--- src/hdl/assert_macros.svh ---
// assertion helpers, clocked on clk_i and disabled during reset
`ifndef ASSERT_MACROS_SVH
`define ASSERT_MACROS_SVH

`ifndef NO_ASSERTIONS

`define ASSERT_ALWAYS(label, prop, msg) \
  label: assert property (@(posedge clk_i) disable iff (!rst_ni) (prop)) else $error(msg);

`define ASSERT_IMPLIES(label, ante, cons, msg) \
  label: assert property (@(posedge clk_i) disable iff (!rst_ni) (ante) |-> (cons)) \
    else $error(msg);

`define ASSERT_NEXT(label, ante, cons, msg) \
  label: assert property (@(posedge clk_i) disable iff (!rst_ni) (ante) |=> (cons)) \
    else $error(msg);

`else

`define ASSERT_ALWAYS(label, prop, msg)
`define ASSERT_IMPLIES(label, ante, cons, msg)
`define ASSERT_NEXT(label, ante, cons, msg)

`endif

`endif

--- src/hdl/dda_pkg.sv ---
`timescale 1ns / 1ps

package dda_pkg;

  localparam int unsigned CoordBits = 10;
  localparam logic [7:0] AlphaByte = 8'hFF;

  typedef enum logic {
    MODE_LOAD = 1'b0,
    MODE_STEP = 1'b1
  } mode_e;

  typedef struct packed {
    mode_e                mode;
    logic [CoordBits-1:0] start_x;
    logic [CoordBits-1:0] start_y;
    logic [CoordBits-1:0] end_x;
    logic [CoordBits-1:0] end_y;
    logic [7:0]           red;
    logic [7:0]           green;
    logic [7:0]           blue;
  } dda_in_t;

  typedef struct packed {
    logic [CoordBits-1:0] pixel_x;
    logic [CoordBits-1:0] pixel_y;
    logic [31:0]          pixel_colour;
    logic                 final_pixel;
  } dda_out_t;

  // position of one axis: integer part and rounding remainder
  typedef struct packed {
    logic [CoordBits-1:0] cur;
    logic [CoordBits:0]   rem;
  } axis_t;

endpackage

--- src/hdl/dda_line_rasterizer.sv ---
// dda line rasterizer: a load item sets up a line, each step yields a pixel while it lasts
// a step item's pixel is registered into the output register if it is free or drains,
// else into the skid entry, from which it moves on when the output register drains
// throughput: one item per cycle unless stalled; one add and two compares per axis
// a two-entry output stage (register plus skid) takes one more pixel while a pixel waits,
// then stalls input until the output register drains
// reset (async, active low) leaves the block idle with no line and no pending pixel
`timescale 1ns / 1ps
`include "assert_macros.svh"

module dda_line_rasterizer import dda_pkg::*; (
  input  logic     clk_i,
  input  logic     rst_ni,
  input  logic     in_valid_i,
  output logic     in_stall_o,
  input  dda_in_t  in_data_i,
  output logic     out_valid_o,
  input  logic     out_stall_i,
  output dda_out_t out_data_o
);

  localparam int unsigned SumBits = CoordBits + 3;

  logic                  active_q, active_d;
  logic [CoordBits-1:0]  total_q, total_d;
  logic [CoordBits-1:0]  index_q, index_d;
  logic [CoordBits:0]    delta_x_q, delta_x_d;
  logic [CoordBits:0]    delta_y_q, delta_y_d;
  axis_t                 axis_x_q, axis_x_d;
  axis_t                 axis_y_q, axis_y_d;
  logic [31:0]           colour_q, colour_d;

  logic                  out_valid_q;
  dda_out_t              out_q;
  logic                  skid_valid_q;
  dda_out_t              skid_q;

  logic                  in_fire;
  logic                  out_fire;
  logic                  produce;
  logic                  last;
  dda_out_t              result;

  logic [CoordBits:0]    load_dx;
  logic [CoordBits:0]    load_dy;
  logic [CoordBits-1:0]  abs_dx;
  logic [CoordBits-1:0]  abs_dy;
  logic [CoordBits-1:0]  load_total;

  // rem += 2*delta, then at most one correction by 2*steps
  function automatic axis_t advance(axis_t a, logic [CoordBits:0] delta,
                                    logic [CoordBits-1:0] total);
    logic signed [SumBits-1:0] sum;
    logic signed [SumBits-1:0] span;
    axis_t                     r;
    sum  = $signed({2'b00, a.rem}) + $signed({delta[CoordBits], delta, 1'b0});
    span = $signed({2'b00, total, 1'b0});
    r    = a;
    if (sum >= span) begin
      r.rem = CoordBits'(0) + (sum[CoordBits:0] - span[CoordBits:0]);
      r.cur = a.cur + CoordBits'(1);
    end else if (sum < 0) begin
      r.rem = sum[CoordBits:0] + span[CoordBits:0];
      r.cur = a.cur - CoordBits'(1);
    end else begin
      r.rem = sum[CoordBits:0];
    end
    return r;
  endfunction

  assign in_stall_o  = skid_valid_q;
  assign in_fire     = in_valid_i && !in_stall_o;
  assign out_fire    = out_valid_q && !out_stall_i;
  assign produce     = in_fire && (in_data_i.mode == MODE_STEP) && active_q;
  assign last        = (index_q == total_q - CoordBits'(1));

  assign out_valid_o = out_valid_q;
  assign out_data_o  = out_q;

  // line setup
  always_comb begin
    load_dx    = {1'b0, in_data_i.end_x} - {1'b0, in_data_i.start_x};
    load_dy    = {1'b0, in_data_i.end_y} - {1'b0, in_data_i.start_y};
    abs_dx     = load_dx[CoordBits] ? CoordBits'(-load_dx) : load_dx[CoordBits-1:0];
    abs_dy     = load_dy[CoordBits] ? CoordBits'(-load_dy) : load_dy[CoordBits-1:0];
    load_total = (abs_dx > abs_dy) ? abs_dx : abs_dy;
  end

  always_comb begin
    result.pixel_x      = axis_x_q.cur;
    result.pixel_y      = axis_y_q.cur;
    result.pixel_colour = colour_q;
    result.final_pixel  = last;
  end

  always_comb begin
    active_d  = active_q;
    total_d   = total_q;
    index_d   = index_q;
    delta_x_d = delta_x_q;
    delta_y_d = delta_y_q;
    axis_x_d  = axis_x_q;
    axis_y_d  = axis_y_q;
    colour_d  = colour_q;
    if (in_fire && (in_data_i.mode == MODE_LOAD)) begin
      delta_x_d    = load_dx;
      delta_y_d    = load_dy;
      total_d      = load_total;
      index_d      = '0;
      axis_x_d.cur = in_data_i.start_x;
      axis_y_d.cur = in_data_i.start_y;
      axis_x_d.rem = {1'b0, load_total};
      axis_y_d.rem = {1'b0, load_total};
      colour_d     = {AlphaByte, in_data_i.red, in_data_i.green, in_data_i.blue};
      active_d     = (load_total != '0);
    end else if (produce) begin
      index_d = index_q + CoordBits'(1);
      if (last) begin
        active_d = 1'b0;
      end else begin
        axis_x_d = advance(axis_x_q, delta_x_q, total_q);
        axis_y_d = advance(axis_y_q, delta_y_q, total_q);
      end
    end
  end

  always_ff @(posedge clk_i or negedge rst_ni) begin
    if (!rst_ni) begin
      active_q  <= 1'b0;
      total_q   <= '0;
      index_q   <= '0;
      delta_x_q <= '0;
      delta_y_q <= '0;
      axis_x_q  <= '0;
      axis_y_q  <= '0;
      colour_q  <= '0;
    end else begin
      active_q  <= active_d;
      total_q   <= total_d;
      index_q   <= index_d;
      delta_x_q <= delta_x_d;
      delta_y_q <= delta_y_d;
      axis_x_q  <= axis_x_d;
      axis_y_q  <= axis_y_d;
      colour_q  <= colour_d;
    end
  end

  // output register with skid entry
  always_ff @(posedge clk_i or negedge rst_ni) begin
    if (!rst_ni) begin
      out_valid_q  <= 1'b0;
      skid_valid_q <= 1'b0;
    end else if (!out_valid_q || out_fire) begin
      if (skid_valid_q) begin
        out_valid_q  <= 1'b1;
        skid_valid_q <= 1'b0;
      end else begin
        out_valid_q <= produce;
      end
    end else if (produce) begin
      skid_valid_q <= 1'b1;
    end
  end

  always_ff @(posedge clk_i) begin
    if (!out_valid_q || out_fire) begin
      if (skid_valid_q) begin
        out_q <= skid_q;
      end else if (produce) begin
        out_q <= result;
      end
    end else if (produce) begin
      skid_q <= result;
    end
  end

  `ASSERT_IMPLIES(a_skid_needs_out, skid_valid_q, out_valid_q, "skid item without output item")
  `ASSERT_IMPLIES(a_index_in_range, active_q, index_q < total_q, "step index past line length")
  `ASSERT_IMPLIES(a_rem_x_bound, active_q, axis_x_q.rem < {total_q, 1'b0}, "x remainder out of range")
  `ASSERT_IMPLIES(a_rem_y_bound, active_q, axis_y_q.rem < {total_q, 1'b0}, "y remainder out of range")
  `ASSERT_NEXT(a_final_ends_line, produce && last, !active_q, "line still active after final pixel")

endmodule

--- config.mk ---
export PLATFORM = sky130hd
export DESIGN_NAME = dda_line_rasterizer
export DESIGN_NICKNAME = d
export VERILOG_FILES = /design/src/hdl/dda_pkg.sv /design/src/hdl/dda_line_rasterizer.sv
export VERILOG_INCLUDE_DIRS = /design/src /design/src/hdl
export SDC_FILE = /design/constraint.sdc
export NUM_CORES = 1
export LEC_CHECK = 0
export BUFFER_PORTS_ARGS = -buffer_cell sky130_fd_sc_hd__buf_2
export CORE_ASPECT_RATIO = 0.7
export CORE_UTILIZATION = 53
export CTS_BUF_LIST = sky130_fd_sc_hd__clkbuf_8
export DETAILED_ROUTE_END_ITERATION = 7
export GPL_TIMING_DRIVEN = 0
export PLACE_DENSITY = 0.8
export SLEW_MARGIN = 20
export SYNTH_ARGS = -nofsm -noshare
export SYNTH_HDL_FRONTEND = slang
export SYNTH_SLANG_ARGS = --single-unit
export TNS_END_PERCENT = 1
--- constraint.sdc ---
create_clock -name clk_i -period 7.47 [get_ports clk_i]
set_input_delay 0.747 -clock clk_i [delete_from_list [all_inputs] [get_ports clk_i]]
set_output_delay 0.747 -clock clk_i [all_outputs]
set_load 0.05 [all_outputs]
## Word-level counts from Yosys, hierarchy flattened

Index checks and enable logic that the tools add are counted.

- Flip-flop bits (word level): 211
- Latch bits: 0
- Bits in writable memories: 0
- Memory bits (read-only): 0
- Input port bits: 69
- Word-level logic and storage cells: 92
- Memories: 0

- Add/subtract/negate cells: 16
- $mul: 0
- Divide/modulo/power cells: 0
- Order comparisons: 5
- Equality and inequality tests: 2
- Shift operators: 0
- Muxes and demuxes: 25
- Bitwise logic cells: 2
- Reduce and logical (&&, ||, !) cells: 22

Operator list:

| kind | number |
|---|---|
| $mux W21 | 8 |
| $mux W53 | 2 |
| $mux W10 | 7 |
| $add A10 B1 Y10 const B | 3 |
| $sub A10 B1 Y10 const B | 3 |
| $add A12 B12 Y13 | 2 |
| $ge A13 B12 Y1 | 2 |
| $lt A13 B1 Y1 const B | 2 |
| $add A11 B11 Y11 | 2 |
| $mux W11 | 2 |
| $sub A10 B10 Y11 | 2 |
| $sub A11 B11 Y11 | 2 |
| $neg A10 Y10 | 2 |
| $eq A10 B10 Y1 | 1 |
| $gt A10 B10 Y1 | 1 |
| $reduce_bool A10 Y1 | 1 |
| $reduce_and A2 Y1 | 4 |
| $reduce_bool A2 Y1 | 4 |
| $mux W1 | 6 |
| $reduce_and A3 Y1 | 2 |
| $reduce_bool A3 Y1 | 2 |
| $logic_and A1 B1 Y1 | 5 |
| $logic_not A1 Y1 | 3 |
| $ne A2 B1 Y1 const B | 1 |
| 2 further kinds | 3 |

## Depth between registers and ports, before layout

- Depth in word-level cells: 7
- Gate-level depth with buffers: 26
- Depth with buffers taken out: 25

## Worst setup path after synthesis

No wires, ideal clock.

- Path kind: register -> register
- Start point: reg delta_y_q[1]
- End point: reg axis_y_q[20] (netlist bit)
- Library setup time: 0.126 ns
- Data arrival time: 5.417 ns
- Required time: 7.344 ns
- Path slack: 1.927 ns
- Cell stages (with the launch flop): 27
- Period minus slack after synthesis: 5.543 ns
- Cell sequence: dfrtp_1 > ha_1 > a211oi_1 > o21bai_1 > a2111o_1 > a31o_2 > a21oi_1 > xnor2_1 > ha_1 > inv_1 > nor2_1 > nand4b_1 > o41ai_1 > a2111o_1 > and2_0 > clkbuf_1 > inv_1 > ha_1 > a21o_1 > a21oi_1 > nor2b_1 > o21a_1 > o41a_1 > a31oi_1 > xor2_1 > o21bai_1 > a221o_1

- Longest elaborated chain between the ends: 6

RTL lines:

| element | line | source |
|---|---|---|
| start: declaration | dda_line_rasterizer.sv:28 | `logic [CoordBits:0] delta_y_q, delta_y_d;` |
| start signal: assignment | dda_line_rasterizer.sv:142 | `delta_y_q <= delta_y_d;` |
| $add A12 B12 Y13 (*) | dda_line_rasterizer.sv:56 | `sum = $signed({2'b00, a.rem}) + $signed({delta[CoordBits], delta, 1'b0});` |
| $ge A13 B12 Y1 | dda_line_rasterizer.sv:59 | `if (sum >= span) begin` |
| $mux W21 | dda_line_rasterizer.sv:59 |  |
| $mux W21 | dda_line_rasterizer.sv:118 | `if (last) begin` |
| $mux W21 | dda_line_rasterizer.sv:116 | `end else if (produce) begin` |
| $mux W21 | dda_line_rasterizer.sv:105 | `if (in_fire && (in_data_i.mode == MODE_LOAD)) begin` |
| end signal: assignment | dda_line_rasterizer.sv:144 | `axis_y_q <= axis_y_d;` |
| end: declaration | dda_line_rasterizer.sv:30 | `axis_t axis_y_q, axis_y_d;` |

Mark *: on every way between the ends. The rest lies on a longest branch, timed or not. The select of a mux whose other input is x is not followed.
A chain may end at the register's enable or synchronous reset.

## Worst setup path after layout

Same ends and word-level chain as after synthesis.

==> results.tsv <==
stage	metric	value	unit
timing	period_share	92.0	%
route	wl_per_cell	19.5	um
cells_and_area	stdcell_area	15000	um2
clock_network	clk_pin_slew_worst_paths	70	ps
yosys	ys_ff_latch	203	
clock_network	post_cts.repair.setup_buffers	0	
run_status	status	completed	
yosys	synth_xor_area_share	5.38	%
cells_and_area	nNetsFinal	1705	
route	drt-pass1-iter-count	5	
clock_network	ctsHoldBuffers	0	
die	ioPinCount	124	
yosys	ys.flop_type	dfrtp_1	
cells_and_area	layout_common_cells	177 x nand2_1, 125 x buf_2, 111 x dfrtp_1, 108 x ha_1, 92 x edfxtp_1	
yosys	yosysSeqAreaShare	41.5	%
yosys	synthesis.nets	1546	
power	power.density	521	nW/um2
timing	clock.fmax	0.146	GHz
worst_hold_path	hold_path_class	in -> async	
clock_network	clockBufferDepth	3	
yosys	synth_area	13300	um2
yosys	netlist_top_cells_area	dfrtp_1 21%, edfxtp_1 21%, ha_1 10%	
global_route	antenna_found_initial	0	
yosys	synth-simple-area-share	14.5	%
cells_and_area	drive_gt1_share	16.2	%
cells_and_area	layout.cells.most_common	nand2_1	
yosys	muxShareOfSynthArea	4.53	%
timing	grt_setup_unrepaired	false	
timing	hold_viol_final	0	
critical_path	slowest_stage	o41ai_1	
timing	tightestPinTransition	854	ps
route	drc	0	
clock_network	insertion_delay	600	ps
place	io_buffers	123	
yosys	synth_cell_types	81	
route	drt-total-wl	36300	um
cells_and_area	area_growth	12.7	%
yosys	synth_edf_count	92	
clock_network	clock_sinks	203	
clock_network	numCtsBuffers	30	
critical_path	cp.required	7960	ps
timing	layout_min_cycle_time	6870	ps
yosys	syn_inst	1359	
critical_path	crit_path_end_kind	flop	
timing	slew_violations	0	
global_route	grt_use_total	28.2	%
clock_network	cts_tree	done	
critical_path	crit_fanout	9	
timing	fin_skew	25.7	ps
global_route	overflow	0	
flow_run	maxCapViolations	0	
yosys	synth_top_family_by_area	compound AO/OA/AOI/OAI gates	
critical_path	critPathMostFrequentCell	ha_1	
yosys	synth_top_area_share	20.8	%
yosys	syn_avg_cell_area	9.82	um2
yosys	synthAdderAreaFrac	11.6	%
clock_network	htreeDepth	1	
route	vias_per_cell	6.00	
die	chipHeight	135	um
critical_path	arrival	7360	ps
global_route	grt_pass1_vias	10600	
critical_path	critPathMaxStageDelay	510	ps
yosys	synth_compound_area_share	18.3	%
place	hpwl	27600	um
critical_path	start_kind	flop	
yosys	synthArstFlopShare	54.7	%
power	irDropWorstVdd	0.494	mV
yosys	ys_warn_count	0	
route	vias	11200	
die	num_rows	48	
timing	tns	0	ps
route	drt_iter0_drc	1019	
route	ant_nets	0	
place	gp_congestion	0.941	
critical_path	crit_type	reg -> reg	
die	die_area	25800	um2
die	initial_core_util	54.1	%
clock_network	root_buffer	clkbuf_8	
power	total_leakage_power	6.67	nW
global_route	grt_pass1_wl	56900	um
clock_network	cts_resized	0	
timing	slew-limit-headroom	43.0	%
timing	finalSetupViolCount	0	
die	design.core.area	24700	um2
global_route	grt_max_degree	75	
yosys	synth_top_area_cell	dfrtp_1	
die	dieWidth	192	um
place	dpl_cell_area	14500	um2
==> path summary, 6_finish.rpt <==
path                                     startpoint                  endpoint  slack (ps)  cells after the start
setup / recovery           delta_y_q[1]$_DFFE_PN0P_  axis_y_q[20]$_DFFE_PN0P_         600                     26
hold / removal                               rst_ni  axis_y_q[20]$_DFFE_PN0P_          60                      1
setup reg to reg           delta_y_q[1]$_DFFE_PN0P_  axis_y_q[20]$_DFFE_PN0P_         600                     26
hold reg to reg             colour_q[6]$_DFFE_PN0P_       skid_q[7]$_DFFE_PP_         460                      0
max in group asynchronous                    rst_ni    index_q[8]$_DFFE_PN0P_        6680                      2
min in group clk_i                     in_data_i[5]   colour_q[5]$_DFFE_PN0P_         340                      3
==> metrics by stage <==
step	setup slack [ps]	util [%]	cells	hold WS (ps)	power, W
6_report	600	60.9	1867	60.7	0.00783
3_5_place_dp	760	58.7	1811	461	0.00685
2_1_floorplan	1930	-	1359	434	0.00564
4_1_cts	742	60.9	1866	48.3	0.00773
5_1_grt	266	60.9	1866	69.0	0.00842
3_3_place_gp	831	58.2	1807	454	0.00670
==> Yosys cell counts, types with 8 or more instances <==
| cell type | n |
|---|---|
| buf_4 | 8 |
| nand3_1 | 19 |
| o21a_1 | 13 |
| dfrtp_1 | 111 |
| clkbuf_1 | 32 |
| buf_1 | 8 |
| xnor2_1 | 49 |
| nand2b_1 | 23 |
| a31oi_1 | 17 |
| mux2_2 | 43 |
| mux2i_1 | 12 |
| nand2_1 | 177 |
| o21bai_1 | 11 |
| or2_2 | 9 |
| nor2_1 | 79 |
| a211oi_1 | 15 |
| fa_1 | 10 |
| a21o_1 | 32 |
| o22ai_1 | 8 |
| ha_1 | 108 |
| o221ai_1 | 18 |
| xor2_1 | 33 |
| nor3_1 | 18 |
| and3_1 | 9 |
| inv_1 | 77 |
| nand4_1 | 10 |
| a21oi_1 | 74 |
| o211ai_1 | 24 |
| nor2b_1 | 18 |
| edfxtp_1 | 92 |
| o21ai_0 | 79 |
==> area by class of cell <==
| cell class | count | area (um2) |
|---|---|---|
| Clock inverter | 24 | 111 |
| Sequential cell | 203 | 5540 |
| Buffer | 55 | 264 |
| Timing Repair Buffer | 127 | 724 |
| Antenna cell | 1 | 2.50 |
| Clock buffer | 31 | 427 |
| Fill cell | 2010 | 9650 |
| Tap cell | 325 | 407 |
| Inverter | 77 | 289 |
| Multi-Input combinational cell | 1024 | 7270 |
==> routing by layer <==
layer	wire length (um)	GRT usage (%)	share of wire [%]	vias to the layer above
met1	17400	42.9	48	5422
met2	15200	41.6	42	461
met4	478	4.37	1.3	0
met5	0	0	0	-
met3	3250	6.19	9.0	48
li1	-	-	-	5271
==> state kept, by name, summed over array words and instances, names as in the netlist <==
signal	cells
out_data_o	46
skid_q	46
colour_q	25
axis_x_q	21
axis_y_q	20
delta_x_q	11
delta_y_q	11
index_q	10
total_q	10
active_q	1
in_stall_o	1
out_valid_o	1
==> worst max-delay path: cells and delay by family (launching register included) <==
family	cells	cell delay, ps
AO/OA/AOI/OAI	14	3580
adder cells (fa/ha/maj)	3	1080
flip-flops	1	420
XOR/XNOR	2	360
AND/OR/NAND/NOR	4	580
buffers and inverters	3	710
==> logic make-up (layout without fill, tap and decap cells) <==
kind of cell    after synthesis  after routing
simple gates                407            407
compound gates              362            362
flops                       203            203
buf+inv                     132            314
fa+ha+maj                   118            118
xor+xnor                     82             82
mux                          55             55
other cells                   0              1
==> report_power, final <==
group / total [W] / internal [W] / switching [W]
clock: 0.000846 / 0.000387 / 0.000459
combinational: 0.00528 / 0.00211 / 0.00316
sequential: 0.00170 / 0.00146 / 0.000246
total: 0.00783 / 0.00396 / 0.00387
Power figures use the tool's default switching activity.
